$ cat src/hw/rtl/spt_pkg.sv
// Shared constants and types for the stride prefetch table.
package spt_pkg;

  localparam int TableEntries = 64;
  localparam int IdxW = $clog2(TableEntries);
  localparam int CntW = $clog2(TableEntries + 1);
  localparam int AddrW = 32;
  localparam int StrideW = 11;
  localparam int BlkW = 10;
  localparam int BlkLsb = 4;
  localparam int LineShift = 5;
  localparam int QDepth = 2;

  localparam logic [1:0] ModeInit   = 2'd0;
  localparam logic [1:0] ModeTrans  = 2'd1;
  localparam logic [1:0] ModeSteady = 2'd2;
  localparam logic [1:0] ModeNopred = 2'd3;

  localparam logic ActAccess = 1'b0;
  localparam logic ActDone   = 1'b1;

  typedef struct packed {
    logic             action;
    logic [AddrW-1:0] pc;
    logic [AddrW-1:0] addr;
  } item_t;

endpackage

$ cat src/hw/rtl/spt_front.sv
// Input stage: accepts beats and queues them for the table engine.
module spt_front (
  input  logic           clk,
  input  logic           rst,
  input  logic           in_valid,
  output logic           in_ready,
  input  spt_pkg::item_t in_item,
  output logic           q_valid,
  input  logic           q_ready,
  output spt_pkg::item_t q_item
);

  localparam int PtrW = $clog2(spt_pkg::QDepth);

  spt_pkg::item_t    mem [spt_pkg::QDepth];
  logic [PtrW-1:0]   wptr;
  logic [PtrW-1:0]   rptr;
  logic [PtrW:0]     count;
  logic              push;
  logic              pop;

  assign in_ready = (count != (PtrW+1)'(spt_pkg::QDepth));
  assign q_valid  = (count != '0);
  assign q_item   = mem[rptr];
  assign push     = in_valid && in_ready;
  assign pop      = q_valid && q_ready;

  always_ff @(posedge clk) begin
    if (push) begin
      mem[wptr] <= in_item;
    end
  end

  always_ff @(posedge clk) begin
    if (rst) begin
      wptr  <= '0;
      rptr  <= '0;
      count <= '0;
    end else begin
      if (push) begin
        wptr <= wptr + 1'b1;
      end
      if (pop) begin
        rptr <= rptr + 1'b1;
      end
      count <= count + (PtrW+1)'(push) - (PtrW+1)'(pop);
    end
  end

endmodule

$ cat config.mk
export PLATFORM = sky130hd
export DESIGN_NAME = spt_front
export DESIGN_NICKNAME = d
export VERILOG_FILES = /design/src/hw/rtl/spt_pkg.sv /design/src/hw/rtl/spt_front.sv
export SDC_FILE = /design/constraint.sdc
export NUM_CORES = 1
export LEC_CHECK = 0
export BUFFER_PORTS_ARGS = -buffer_cell sky130_fd_sc_hd__buf_2
export CAP_MARGIN = 5
export CORE_ASPECT_RATIO = 1.1
export CORE_MARGIN = 4
export CORE_UTILIZATION = 52
export DETAILED_ROUTE_END_ITERATION = 8
export PLACE_DENSITY = 0.84
export SLEW_MARGIN = 25
export SYNTH_ARGS = -nofsm -noshare
export SYNTH_HDL_FRONTEND = slang
export SYNTH_SLANG_ARGS = --single-unit
$ cat constraint.sdc
create_clock -name clk -period 3.9 [get_ports clk]
set_input_delay 0.975 -clock clk [delete_from_list [all_inputs] [get_ports clk]]
set_output_delay 0.975 -clock clk [all_outputs]
set_load 0.005 [all_outputs]
**Yosys cells after proc, flatten, opt, wreduce, memory -nomap -nowiden**

Memories as Yosys holds them, arrays and structs flattened. A register that Yosys moved wholly into a read port is not among the register bits.
Cells that the tools add are included.

- $add $sub $neg: 4
- Equality and inequality tests: 1
- Multiplexer cells: 4
- Reduce and logical (&&, ||, !) cells: 3

Operators by type and width:

| cell | count |
|---|---|
| $mux W1 | 4 |
| $add A1 B1 Y1 const B | 2 |
| $add A2 B1 Y2 | 1 |
| $logic_and A1 B1 Y1 | 2 |
| $ne A2 B2 Y1 const B | 1 |
| $reduce_bool A2 Y1 | 1 |
| $sub A2 B1 Y2 | 1 |

- Register bits after elaboration: 4
- Bits in writable memories: 130
- Output and inout bits: 67
- Memories: 1

Memories:

| name | words | bits a word | rd ports | clocked after Yosys merged registers in | wr ports | line | text |
|---|---|---|---|---|---|---|---|
| mem | 2 | 65 | 1 | 1 | 1 | spt_front.sv:15 | `spt_pkg::item_t mem [spt_pkg::QDepth];` |

**Longest topological paths before layout**

- Depth in word-level cells: 4
- Gate-level depth with buffers: 6
- Mapped depth without buffers: 6

**Least setup slack after synthesis**

No wires, ideal clock.

- Kind: input-to-reg
- Start: in in_valid
- End: mem mem[1][0] (netlist name) (enable)
- Setup time: 430 ps
- Arrival time: 2552 ps
- Required time: 3470 ps
- Slack: 918 ps
- Stages: 1
- Buffers on the path: 0
- Cells stage by stage: and3_1

- Cells in the longest elaborated chain, start to end: 3

RTL lines:

| what | line | text |
|---|---|---|
| start: declaration | spt_front.sv:5 | `input logic in_valid,` |
| $logic_and A1 B1 Y1 | spt_front.sv:25 | `assign push = in_valid && in_ready;` |
| $mux W1 | spt_front.sv:29 | `if (push) begin` |
| $mux W1 (not written as such) | spt_front.sv:30 | `mem[wptr] <= in_item;` |
| end: declaration | spt_front.sv:15 |  |

No other way between the ends.

==> flow_metrics.tcl <==
set metrics [dict create \
    grt_pass1_vias 2651 \
    synthMuxAreaShare_pct 15.04 \
    synth_xor_area_share_pct 0.1773 \
    synthTopCellsByArea "edfxtp_1 79%, mux2_2 15%, dfxtp_1 2.0%" \
    cp-start-kind "flip-flop" \
    status "completed" \
    htreeDepth 4 \
    cp_max_fo 65 \
    rsz0062_at_grt "false" \
    skew_ns 0.008097 \
    crit_type "flip-flop to output pin" \
    grt_usage_pct 16.09 \
    start_util_pct 53.10 \
    vias 2557 \
    rows 37 \
    synth-seq-cells 135 \
    die_w_um 100.9 \
    wl_met1_mm 3.430 \
    dr_wl_met3_um 673 \
    max_freq_mhz 372.3 \
    remaining_drc_errors 0 \
    root_buffer "clkbuf_8" \
    die_area_um2 11130 \
    clkSinkCount 135 \
    syn-cell-area_um2 4941 \
    grt_pass1_wl_mm 13.10 \
    wirelength_mm 8.649 \
    ant_nets 0 \
    finalHoldViolCount 0 \
    wl_met2_mm 4.470 \
    io_pins 136 \
    ys_seq_area_share_pct 81.03 \
    core_area_um2 9305 \
    area_growth_pct 28.56 \
    critPathCaptureType "output pin" \
    synthesis.nets 301 \
    synth_area_per_cell_um2 21.39 \
    cts_resized 0 \
    antenna-diode-count 0 \
    dp_hpwl_mm 5.594 \
    synthSimpleGateAreaFrac_pct 1.418 \
    relSlewSlack_pct 49.58 \
    synth_cells 231 \
    holdPathStages 2 \
    die_y_um 110.2 \
    p_leak_nw 2.401 \
    yosys_warnings 0 \
    routed.top_layer "met4" \
    synth_largest_area_cell "edfxtp_1" \
    cts_buffers 17 \
    yosys.area.top_type_share_pct 79.01 \
    routed_wire_length_per_instance_um 16.93 \
    powerDensity_nw_per_um2 631.8 \
    hp-class "flip-flop to flip-flop" \
    ctsHoldBuffers 0 \
    final_common_cell "buf_2" \
    arrival_ns 1.71 \
    fin_crit_sh_pct 68.88 \
    maxCapViolCount 0 \
    cts_tree "done" \
    post-cts-setup-buffers 0 \
    tightest_slew_ns 0.7552 \
    synth_compound_area_share_pct 1.038 \
    grt_max_degree 66 \
    setup_viol 0 \
    io_buffers 135 \
    timing.setup.tns_ns 0 \
    drv_slew 0 \
    ir_drop_mv 0.3764 \
    synth_fa_ha_area_share_pct 0.2532 \
    fin_crit_ns 2.686 \
    drt-initial-drc-count 118 \
    firstDrtPassIters 4 \
    r2r.worst_path.cells 4 \
    clkLatencyLatePin_ns 0.51 \
    drive_gt1_share_pct 59.90 \
    critPathRequiredTime_ns 2.92 \
    antenna_found_initial 0 \
    synth_cell_types 23 \
    final_cell_mix "135 x buf_2, 130 x edfxtp_1, 65 x mux2_2" \
    clk_transition_reported_paths_ns 0.06 \
    via_per_inst 5.004 \
    gp_congestion 0.7297 \
    stdcell_area_um2 6352 \
    placed_area_um2 5778 \
    synth_top_family_by_area "multiplexers" \
    nets 451 \
    grt_overflow 0 \
    max-clock-path-buffers 2 \
]
==> final timing paths <==
check        slack [ns]                   end                 from
max                1.21            q_item[40]            flip-flop
min                0.52             flip-flop    rptr$_SDFFE_PP0P_
min reg2reg        0.52             flip-flop    rptr$_SDFFE_PP0P_
max reg2reg        1.86  mem[0][22]$_DFFE_PP_  count[0]$_SDFF_PP0_
==> report_power, final <==
part	internal, mW	total, mW	switching [mW]
Clock	0.961	1.52	0.556
Combinational	0.363	0.685	0.323
Sequential	1.77	1.81	0.0452
==> stage by stage <==
stage	power (mW)	worst slack (ns)	utilization [%]	hold slack, ns	instances
after floorplan	2.243	0.9177	-	0.4725	231
after detailed placement	2.538	1.408	62.09	0.4940	479
after CTS	4.068	1.177	68.27	0.5192	511
after global routing	4.193	1.132	68.27	0.5699	511
final	4.013	1.214	68.27	0.5165	511
after global placement	2.516	1.450	62.09	0.4850	479
==> synthesized netlist by cell type <==
master / instances
o21ai_0: 2
nand3_1: 1
mux2_2: 65
nor2_1: 5
a21oi_1: 1
nand3b_1: 1
a21bo_1: 1
a211oi_1: 1
dfxtp_1: 5
nor2b_1: 2
nand2b_1: 1
xor2_1: 1
or2_2: 1
and3_1: 1
buf_4: 5
inv_1: 1
edfxtp_1: 130
mux2_1: 1
buf_2: 2
a21bo_2: 1
a32oi_1: 1
ha_1: 1
and2b_1: 1
==> flip-flops by register name, summed over array words and instances, names as in the netlist, named ones only <==
signal	count
mem	130
count	2
rptr	1
wptr	1
==> worst max-delay path: stages, from the launching register on <==
cell     delay, ns
dfxtp_2       0.34
buf_12        0.29
mux2_2        0.39
buf_2         0.13
==> logic make-up after synthesis <==
| logic type | Yosys count |
|---|---|
| flip-flops | 135 |
| multiplexers | 66 |
| AND/OR/NAND/NOR | 13 |
| buffers and inverters | 8 |
| AO/OA/AOI/OAI | 7 |
| XOR/XNOR | 1 |
| adder cells (fa/ha/maj) | 1 |
==> area by class of cell <==
class / count / area (um^2)
well taps: 117 / 146.4
inverters: 1 / 3.754
multi-input cells: 88 / 887.1
clock inverters: 15 / 160.2
repair buffers: 138 / 735.7
clock buffers: 17 / 414.1
fillers: 608 / 2953
flip-flops and latches: 135 / 4005
==> per-layer routing <==
layer | vias to the layer above | global-route usage (%)
met3 | 9 | 6.293
met1 | 1225 | 18.65
li1 | 1222 | -
met5 | - | 0
met4 | 0 | 6.268
met2 | 101 | 27.05
(Power assumes the default switching activity.)
