$ cat src/hw/rtl/spt_pkg.sv
// Shared constants and types for the stride prefetch table.
package spt_pkg;

  localparam int TableEntries = 64;
  localparam int IdxW = $clog2(TableEntries);
  localparam int CntW = $clog2(TableEntries + 1);
  localparam int AddrW = 32;
  localparam int StrideW = 11;
  localparam int BlkW = 10;
  localparam int BlkLsb = 4;
  localparam int LineShift = 5;
  localparam int QDepth = 2;

  localparam logic [1:0] ModeInit   = 2'd0;
  localparam logic [1:0] ModeTrans  = 2'd1;
  localparam logic [1:0] ModeSteady = 2'd2;
  localparam logic [1:0] ModeNopred = 2'd3;

  localparam logic ActAccess = 1'b0;
  localparam logic ActDone   = 1'b1;

  typedef struct packed {
    logic             action;
    logic [AddrW-1:0] pc;
    logic [AddrW-1:0] addr;
  } item_t;

endpackage

$ cat src/hw/rtl/spt_engine.sv
// Table engine: serial PC search, entry update and prefetch issue.
module spt_engine (
  input  logic                      clk,
  input  logic                      rst,
  input  logic                      q_valid,
  output logic                      q_ready,
  input  spt_pkg::item_t            q_item,
  output logic                      out_valid,
  input  logic                      out_ready,
  output logic [spt_pkg::AddrW-1:0] prefetch_addr
);

  localparam logic [1:0] StIdle   = 2'd0;
  localparam logic [1:0] StScan   = 2'd1;
  localparam logic [1:0] StRead   = 2'd2;
  localparam logic [1:0] StUpdate = 2'd3;

  localparam int EntW = spt_pkg::AddrW + spt_pkg::StrideW + 2;
  localparam logic [spt_pkg::CntW-1:0] ScanEnd = spt_pkg::CntW'(spt_pkg::TableEntries + 1);

  logic [EntW-1:0]            ram [spt_pkg::TableEntries];
  logic [spt_pkg::TableEntries-1:0] valid;
  logic [spt_pkg::AddrW-1:0]  pc_tag [spt_pkg::TableEntries];

  logic [1:0]                 state;
  logic [spt_pkg::CntW-1:0]   scan;
  logic                       hit;
  logic [spt_pkg::IdxW-1:0]   hit_idx;
  logic                       have_free;
  logic [spt_pkg::IdxW-1:0]   free_idx;
  spt_pkg::item_t             cur;
  logic                       pending;
  logic [EntW-1:0]            rd;
  logic [spt_pkg::IdxW-1:0]   sidx;
  logic [spt_pkg::IdxW-1:0]   tidx;
  logic [spt_pkg::AddrW-1:0]  tag_rd;

  logic [spt_pkg::AddrW-1:0]   e_last;
  logic [spt_pkg::StrideW-1:0] e_stride;
  logic [1:0]                  e_mode;
  logic [spt_pkg::BlkW-1:0]    cidx;
  logic [spt_pkg::BlkW-1:0]    pidx;
  logic [spt_pkg::StrideW-1:0] diff;
  logic                        match;
  logic [1:0]                  mode_next;
  logic [spt_pkg::StrideW-1:0] stride_next;
  logic [spt_pkg::AddrW-1:0]   pf;

  assign sidx = scan[spt_pkg::IdxW-1:0];
  assign tidx = sidx - 1'b1;
  assign q_ready = (state == StIdle) && !out_valid;
  assign {e_last, e_stride, e_mode} = rd;

  assign cidx = cur.addr[spt_pkg::BlkLsb +: spt_pkg::BlkW];
  assign pidx = e_last[spt_pkg::BlkLsb +: spt_pkg::BlkW];
  assign diff = {1'b0, cidx} - {1'b0, pidx};
  assign match = (diff == e_stride);
  assign pf = cur.addr + {{(spt_pkg::AddrW-spt_pkg::StrideW-spt_pkg::LineShift)
              {e_stride[spt_pkg::StrideW-1]}}, e_stride, {spt_pkg::LineShift{1'b0}}};

  always_comb begin
    stride_next = e_stride;
    mode_next   = e_mode;
    if (match) begin
      mode_next = (e_mode == spt_pkg::ModeNopred) ? spt_pkg::ModeTrans : spt_pkg::ModeSteady;
    end else begin
      unique case (e_mode)
        spt_pkg::ModeInit: begin
          stride_next = diff;
          mode_next   = spt_pkg::ModeTrans;
        end
        spt_pkg::ModeSteady: begin
          mode_next = spt_pkg::ModeInit;
        end
        default: begin
          stride_next = diff;
          mode_next   = spt_pkg::ModeNopred;
        end
      endcase
    end
  end

  always_ff @(posedge clk) begin
    rd     <= ram[hit_idx];
    tag_rd <= pc_tag[sidx];
    if (state == StIdle && q_valid && q_ready) begin
      cur <= q_item;
    end
    if (state == StScan && scan == ScanEnd && !hit && have_free) begin
      ram[free_idx]    <= {cur.addr, {spt_pkg::StrideW{1'b0}}, spt_pkg::ModeInit};
      pc_tag[free_idx] <= cur.pc;
    end
    if (state == StUpdate) begin
      ram[hit_idx] <= {cur.addr, stride_next, mode_next};
    end
    if (state == StUpdate && e_mode == spt_pkg::ModeSteady) begin
      prefetch_addr <= pf;
    end
  end

  always_ff @(posedge clk) begin
    if (rst) begin
      state     <= StIdle;
      valid     <= '0;
      pending   <= 1'b0;
      out_valid <= 1'b0;
      scan      <= '0;
      hit       <= 1'b0;
      have_free <= 1'b0;
      hit_idx   <= '0;
      free_idx  <= '0;
    end else begin
      if (out_valid && out_ready) begin
        out_valid <= 1'b0;
      end
      unique case (state)
        StIdle: begin
          if (q_valid && q_ready) begin
            if (q_item.action == spt_pkg::ActDone) begin
              pending <= 1'b0;
            end else if (!pending) begin
              state     <= StScan;
              scan      <= '0;
              hit       <= 1'b0;
              have_free <= 1'b0;
            end
          end
        end
        StScan: begin
          if (scan == ScanEnd) begin
            if (hit) begin
              state <= StRead;
            end else begin
              if (have_free) begin
                valid[free_idx] <= 1'b1;
              end
              state <= StIdle;
            end
          end else begin
            if (scan != '0) begin
              if (valid[tidx]) begin
                if (!hit && tag_rd == cur.pc) begin
                  hit     <= 1'b1;
                  hit_idx <= tidx;
                end
              end else if (!have_free) begin
                have_free <= 1'b1;
                free_idx  <= tidx;
              end
            end
            scan <= scan + 1'b1;
          end
        end
        StRead: begin
          state <= StUpdate;
        end
        StUpdate: begin
          if (e_mode == spt_pkg::ModeSteady) begin
            pending   <= 1'b1;
            out_valid <= 1'b1;
          end
          state <= StIdle;
        end
        default: state <= StIdle;
      endcase
    end
  end

endmodule

$ cat config.mk
export PLATFORM = sky130hd
export DESIGN_NAME = spt_engine
export DESIGN_NICKNAME = d
export VERILOG_FILES = /design/src/hw/rtl/spt_pkg.sv /design/src/hw/rtl/spt_engine.sv
export SDC_FILE = /design/constraint.sdc
export NUM_CORES = 2
export LEC_CHECK = 0
export BUFFER_PORTS_ARGS = -buffer_cell sky130_fd_sc_hd__buf_2
export CAP_MARGIN = 20
export CORE_MARGIN = 2
export CORE_UTILIZATION = 40
export DETAILED_ROUTE_END_ITERATION = 8
export PLACE_DENSITY_LB_ADDON = 0.05
export RECOVER_POWER = 50
export REMOVE_ABC_BUFFERS = 1
export SETUP_SLACK_MARGIN = 0.5
export SLEW_MARGIN = 20
export SYNTH_ARGS = -nofsm -noshare
export SYNTH_HDL_FRONTEND = slang
export SYNTH_MEMORY_MAX_BITS = 65536
export SYNTH_SLANG_ARGS = --single-unit
$ cat constraint.sdc
create_clock -name clk -period 12.1 [get_ports clk]
set_clock_uncertainty 0.2 [all_clocks]
set_input_delay 0.605 -clock clk [delete_from_list [all_inputs] [get_ports clk]]
set_output_delay 0.605 -clock clk [all_outputs]
set_load 0.01 [all_outputs]
## Word level (Yosys, flattened, before mapping)

Memory sizes are Yosys's and may differ from the RTL's. A register that Yosys moved wholly into a read port is not among the register bits.
Index checks and enable logic that the tools add are counted.

- Word-level logic and storage cells: 118
- Register bits after elaboration: 185
- Memories: 2
- Output and inout port bits: 34
- Input port bits: 69
- Bits in writable memories: 4,928

Memories:

| name | words | width | rd ports | clocked after memory_dff | wr ports | RTL line | text |
|---|---|---|---|---|---|---|---|
| ram | 64 | 45 | 1 | 1 | 1 | spt_engine.sv:21 | `logic [EntW-1:0] ram [spt_pkg::TableEntries];` |
| pc_tag | 64 | 32 | 1 | 1 | 1 | spt_engine.sv:23 | `logic [spt_pkg::AddrW-1:0] pc_tag [spt_pkg::TableEntries];` |

- Add/sub/neg operators: 4
- Bitwise logic cells: 5
- Multiplexer cells: 46
- Order comparisons: 3
- Equal/unequal tests: 19
- Reduce and logical (&&, ||, !) cells: 27

Operators by type and width:

| kind | number |
|---|---|
| 64-bit bitwise OR | 1 |
| 45-bit two-way mux | 1 |
| 45-bit OR reduction | 1 |
| 32-bit adder | 1 |
| 32-bit equality test | 1 |
| 7-bit two-way mux | 4 |
| 1-bit two-way mux | 23 |
| 11-bit two-way mux | 2 |
| 5-bit AND reduction | 3 |
| 6-bit by 7-bit less-than comparator with 1-bit output, second input constant | 2 |
| 2-bit two-way mux | 7 |
| 7-bit one-hot mux with 2 select lines | 1 |
| 2-bit by 1-bit != test with 1-bit output, second input constant | 6 |
| 4-bit AND reduction | 3 |
| 11-bit equality test | 1 |
| 1-bit logical AND | 11 |
| 10-bit by 10-bit subtractor with 11-bit output | 1 |
| 2-bit != test, second input constant | 5 |
| 2-bit equality test, second input constant | 4 |
| 2-bit one-hot mux with 4 select lines | 1 |
| 8-bit AND reduction | 1 |
| 7-bit by 1-bit adder with 7-bit output, second input constant | 1 |
| 7-bit equality test, second input constant | 1 |
| 7-bit AND reduction | 1 |
| 13 further kinds | 21 |

## Longest topological paths before layout

- Depth in word-level cells: 7
- Mapped depth: 17
- Depth with buffers taken out: 11

## Worst setup path before layout

OpenSTA, ideal clock, no wires.

- Path type: reg-to-reg
- Start point: register cur (netlist bit cidx[0])
- End point: memory ram[0][3] in the netlist's numbering, data pin
- Stages on the path, launching flop included: 12
- Clock period less this slack: 6,869 ps
- Data arrival time: 5,948 ps
- Path slack: 5,231 ps
- Cells stage by stage: edfxtp_1 > inv_1 > ha_1 > fa_1 > xnor2_1 > xnor2_1 > nand4_1 > a2111oi_0 > nor4b_1 > nand4_1 > o211a_1 > a211oi_1

- Longest elaborated chain between the ends: 4
- Elaborated cells on any way between the ends: 5
- Classes of those cells: add/sub: 1; eq/ne: 1; mux: 3

Ends and longest elaborated chain:

| item | RTL line | text |
|---|---|---|
| start, declared | spt_engine.sv:31 | `spt_pkg::item_t cur;` |
| start signal, assigned | spt_engine.sv:87 | `cur <= q_item;` |
| 10-bit by 10-bit subtractor with 11-bit output (*) | spt_engine.sv:56 | `assign diff = {1'b0, cidx} - {1'b0, pidx};` |
| 11-bit equality test or 11-bit two-way mux (tied branches) | spt_engine.sv:57, spt_engine.sv:67 |  |
| 11-bit two-way mux (*) | spt_engine.sv:64 | `if (match) begin` |
| 45-bit two-way mux (no source line) (*) | -- |  |
| end, declared | spt_engine.sv:21 |  |

Every way passes the cells marked *; elsewhere a longest branch is shown, timed or not.

## Final worst setup path

- Start point: register hit_idx[1] in the netlist's numbering
- End point: memory ram[63][23] in the netlist's numbering, enable pin

- Longest elaborated chain between the ends: 1

Ends and longest elaborated chain:

| item | RTL line | text |
|---|---|---|
| start, declared | spt_engine.sv:28 | `logic [spt_pkg::IdxW-1:0] hit_idx;` |
| start signal, assigned | spt_engine.sv:144 | `hit_idx <= tidx;` |
| 6-bit two-way mux (no source line) | -- |  |

No other way between the ends.

==> impl_metrics.env <==
export IMPL_status="finished with violations"
export IMPL_violations="max-capacitance violations, max-slew violations"
export IMPL_maxCapViolCount=88
export IMPL_max_freq_mhz=122
export IMPL_ir_worst_vdd_uv=139
export IMPL_cts_root_buffer="clkbuf_16"
export IMPL_critical_path_class="reg -> reg"
export IMPL_period_share_pct=67.5
export IMPL_dieArea_um2=365000
export IMPL_gr_usage_all_layers_pct=22.4
export IMPL_finalSetupViolCount=0
export IMPL_yosys_warnings=0
export IMPL_dp_hpwl_mm=223
export IMPL_wl_per_cell_um=34.9
export IMPL_synth_common_cells="edfxtp_1, mux4_2, nor2_1"
export IMPL_path_cells="clkbuf_1, nand2_1, nand2_1, nand2_1, nor2_1, clkbuf_1"
export IMPL_rsz0062_at_grt="false"
export IMPL_instances_no_fill=11715
export IMPL_port_buffers=102
export IMPL_total_leakage_power_uw=0.0495
export IMPL_htree_levels=5
export IMPL_clk_pin_slew_ns=0.06
export IMPL_combPwrFrac_pct=2.7
export IMPL_wl_mm=409
export IMPL_min_period_ns=8.17
export IMPL_ys_seq_area_share_pct=77.4
export IMPL_power_total_uw=27700
export IMPL_hold_buffers=69
export IMPL_crit_top_cell="nand2_1"
export IMPL_core_area_um2=359000
export IMPL_dr_pass1_iters=5
export IMPL_place_gp_congestion=0.806
export IMPL_crit_fanout=48
export IMPL_globalRouteOverflowTotal=0
export IMPL_hold_violations=0
export IMPL_grt_pass1_wl_mm=567
export IMPL_io_pins=103
export IMPL_synth_most_common_cell="edfxtp_1"
export IMPL_power_density_nw_per_um2=167
export IMPL_vias=66126
export IMPL_crit_buf_inv=2
export IMPL_worstSkewPairLatency_ns=0.95
export IMPL_postRouteAntennaNets=0
export IMPL_cpLargestDelayFamily="buffers and inverters"
export IMPL_slew_viol_final=3937
export IMPL_initialDrtViolationCount=6741
export IMPL_pwr_share_clk_pct=45.5
export IMPL_area_delta_synth_final_pct=15.3
export IMPL_dp_cells=10866
export IMPL_end_kind="register"
export IMPL_clock_sinks=3760
export IMPL_fin_setup_tns_ns=0
export IMPL_synth_edf_count=3616
export IMPL_synth_cell_type_count=64
export IMPL_final_nets=6688
export IMPL_cts_tree="yes"
export IMPL_synth_area_um2=144000
export IMPL_min_path_type="in -> reg"
export IMPL_synth_top_area_share_pct=75.4
export IMPL_grt_pass1_vias=69373
export IMPL_syn_avg_cell_area_um2=23.7
export IMPL_worstMarginPinSlew_ns=3.71
export IMPL_drive_above_1_share_pct=30.3
export IMPL_async_reset_ff_share_pct=0
export IMPL_rows=220
export IMPL_worstPathArrival_ns=8.53
export IMPL_synth_area_leaders="edfxtp_1, mux4_2, dfxtp_1"
export IMPL_cp_slowest_cell="clkbuf_1"
export IMPL_vias_per_cell=5.64
export IMPL_cts_buffer_depth=4
export IMPL_die_w_um=604
export IMPL_synth_top_area_cell="edfxtp_1"
export IMPL_p_sw_uw=5620
export IMPL_startpoint_type="register"
export IMPL_ys_seq_elements=3760
export IMPL_synth_cells=6071
export IMPL_die_h_um=604
export IMPL_cts_setup_buffers=0
export IMPL_internal_power_uw=22000
export IMPL_start_util_pct=40.2
export IMPL_p_seq_share_pct=51.8
export IMPL_cts_buffers=407
export IMPL_antenna_found_initial=16
export IMPL_cp_required_ns=12.46
export IMPL_grt_max_degree=138
export IMPL_max_stage_delay_ns=2.21
export IMPL_holdWs_ns=0.171
export IMPL_p_sw_share_pct=20.3
export IMPL_slew_headroom_pct=-147
export IMPL_synth_main_ff_cell="edfxtp_1"
export IMPL_post_cts_resized=0
export IMPL_drc=0
## metrics by stage
stage,setup slack (ns),util (%),area [um2]
floorplan,-14.48,-,143000
global placement,6.40,42.3,152000
detailed placement,6.46,42.5,152000
CTS,6.42,46.4,167000
global route,3.48,46.3,166000
finish,3.93,46.3,166000
## cell type report
class                   instances  area (um2)
well taps                    4773        5970
clock inverters               234        2510
repair buffers                395        2930
flip-flops and latches       3760      111000
clock buffers                 520       11000
multi-input cells            1974       32000
fillers                     29682      193000
diodes                         20        50.0
inverters                      39         148
## placed cells by master (no fill, tap or decap), drive strengths merged, types with 16 or more instances in the layout
master,n
o21ai,28
a21oi,41
clkinv,162
edfxtp,3616
dlygate4sd3,69
mux2i,31
clkbuf,656
ha,40
xnor2,52
dfxtp,144
inv,47
xor2,20
mux4,1171
nor2,303
nand2,71
buf,190
bufinv,49
diode,20
nand3,32
nand2b,16
nor3,18
nand4,20
## sequential cells by signal, indices dropped and copies added, names as in the netlist, 6 cells and up, named ones only
register / count
ram: 1472
cidx: 10
pc_tag: 2048
free_idx: 6
rd: 23
scan: 7
tag_rd: 32
valid: 64
hit_idx: 6
cur: 54
prefetch_addr: 32
## logic make-up (layout without fill, tap and decap cells)
kind of cell,after synthesis,in the layout,share of synthesized area (%)
AOI/OAI and AO/OA,149,149,0.690
and+or+nand+nor,509,509,1.55
buffers and inverters,337,1188,1.00
other,0,20,0
xor gates and xnor gates,72,72,0.448
DFF,3760,3760,77.4
adders and majority gates,42,42,0.375
muxes,1202,1202,18.5
## routing by layer
metal | wire length (um) | share of wire, % | vias to the layer above | GRT usage, %
met3 | 16500 | 4.0 | 485 | 2.42
met2 | 218000 | 53 | 1652 | 40.2
met5 | 0 | 0 | - | 0
li1 | - | - | 27054 | -
met1 | 165000 | 40 | 36935 | 29.2
met4 | 9760 | 2.4 | 0 | 5.39
## power by group through the flow
stage,combinational (uW),clock (uW),sequential [uW]
after floorplan,625,0,14700
after global placement,760,0,14600
after detailed placement,773,0,14600
after CTS,792,12800,14300
after global routing,818,13300,14300
final,759,12600,14300
## worst paths after layout
path,startpoint,depth (start not counted),to,slack [ns]
worst max-delay path,hit_idx[1]$_SDFFE_PP0P_,6,ram[63][23]$_DFFE_PP_,3.93
worst min-delay path,q_item[35],2,cur[35]$_DFFE_PP_,0.17
worst max register to register,hit_idx[1]$_SDFFE_PP0P_,6,ram[63][23]$_DFFE_PP_,3.93
worst min register to register,cur[1]$_DFFE_PP_,0,prefetch_addr[1]$_DFFE_PP_,0.22
Power figures use the tool's default switching activity.
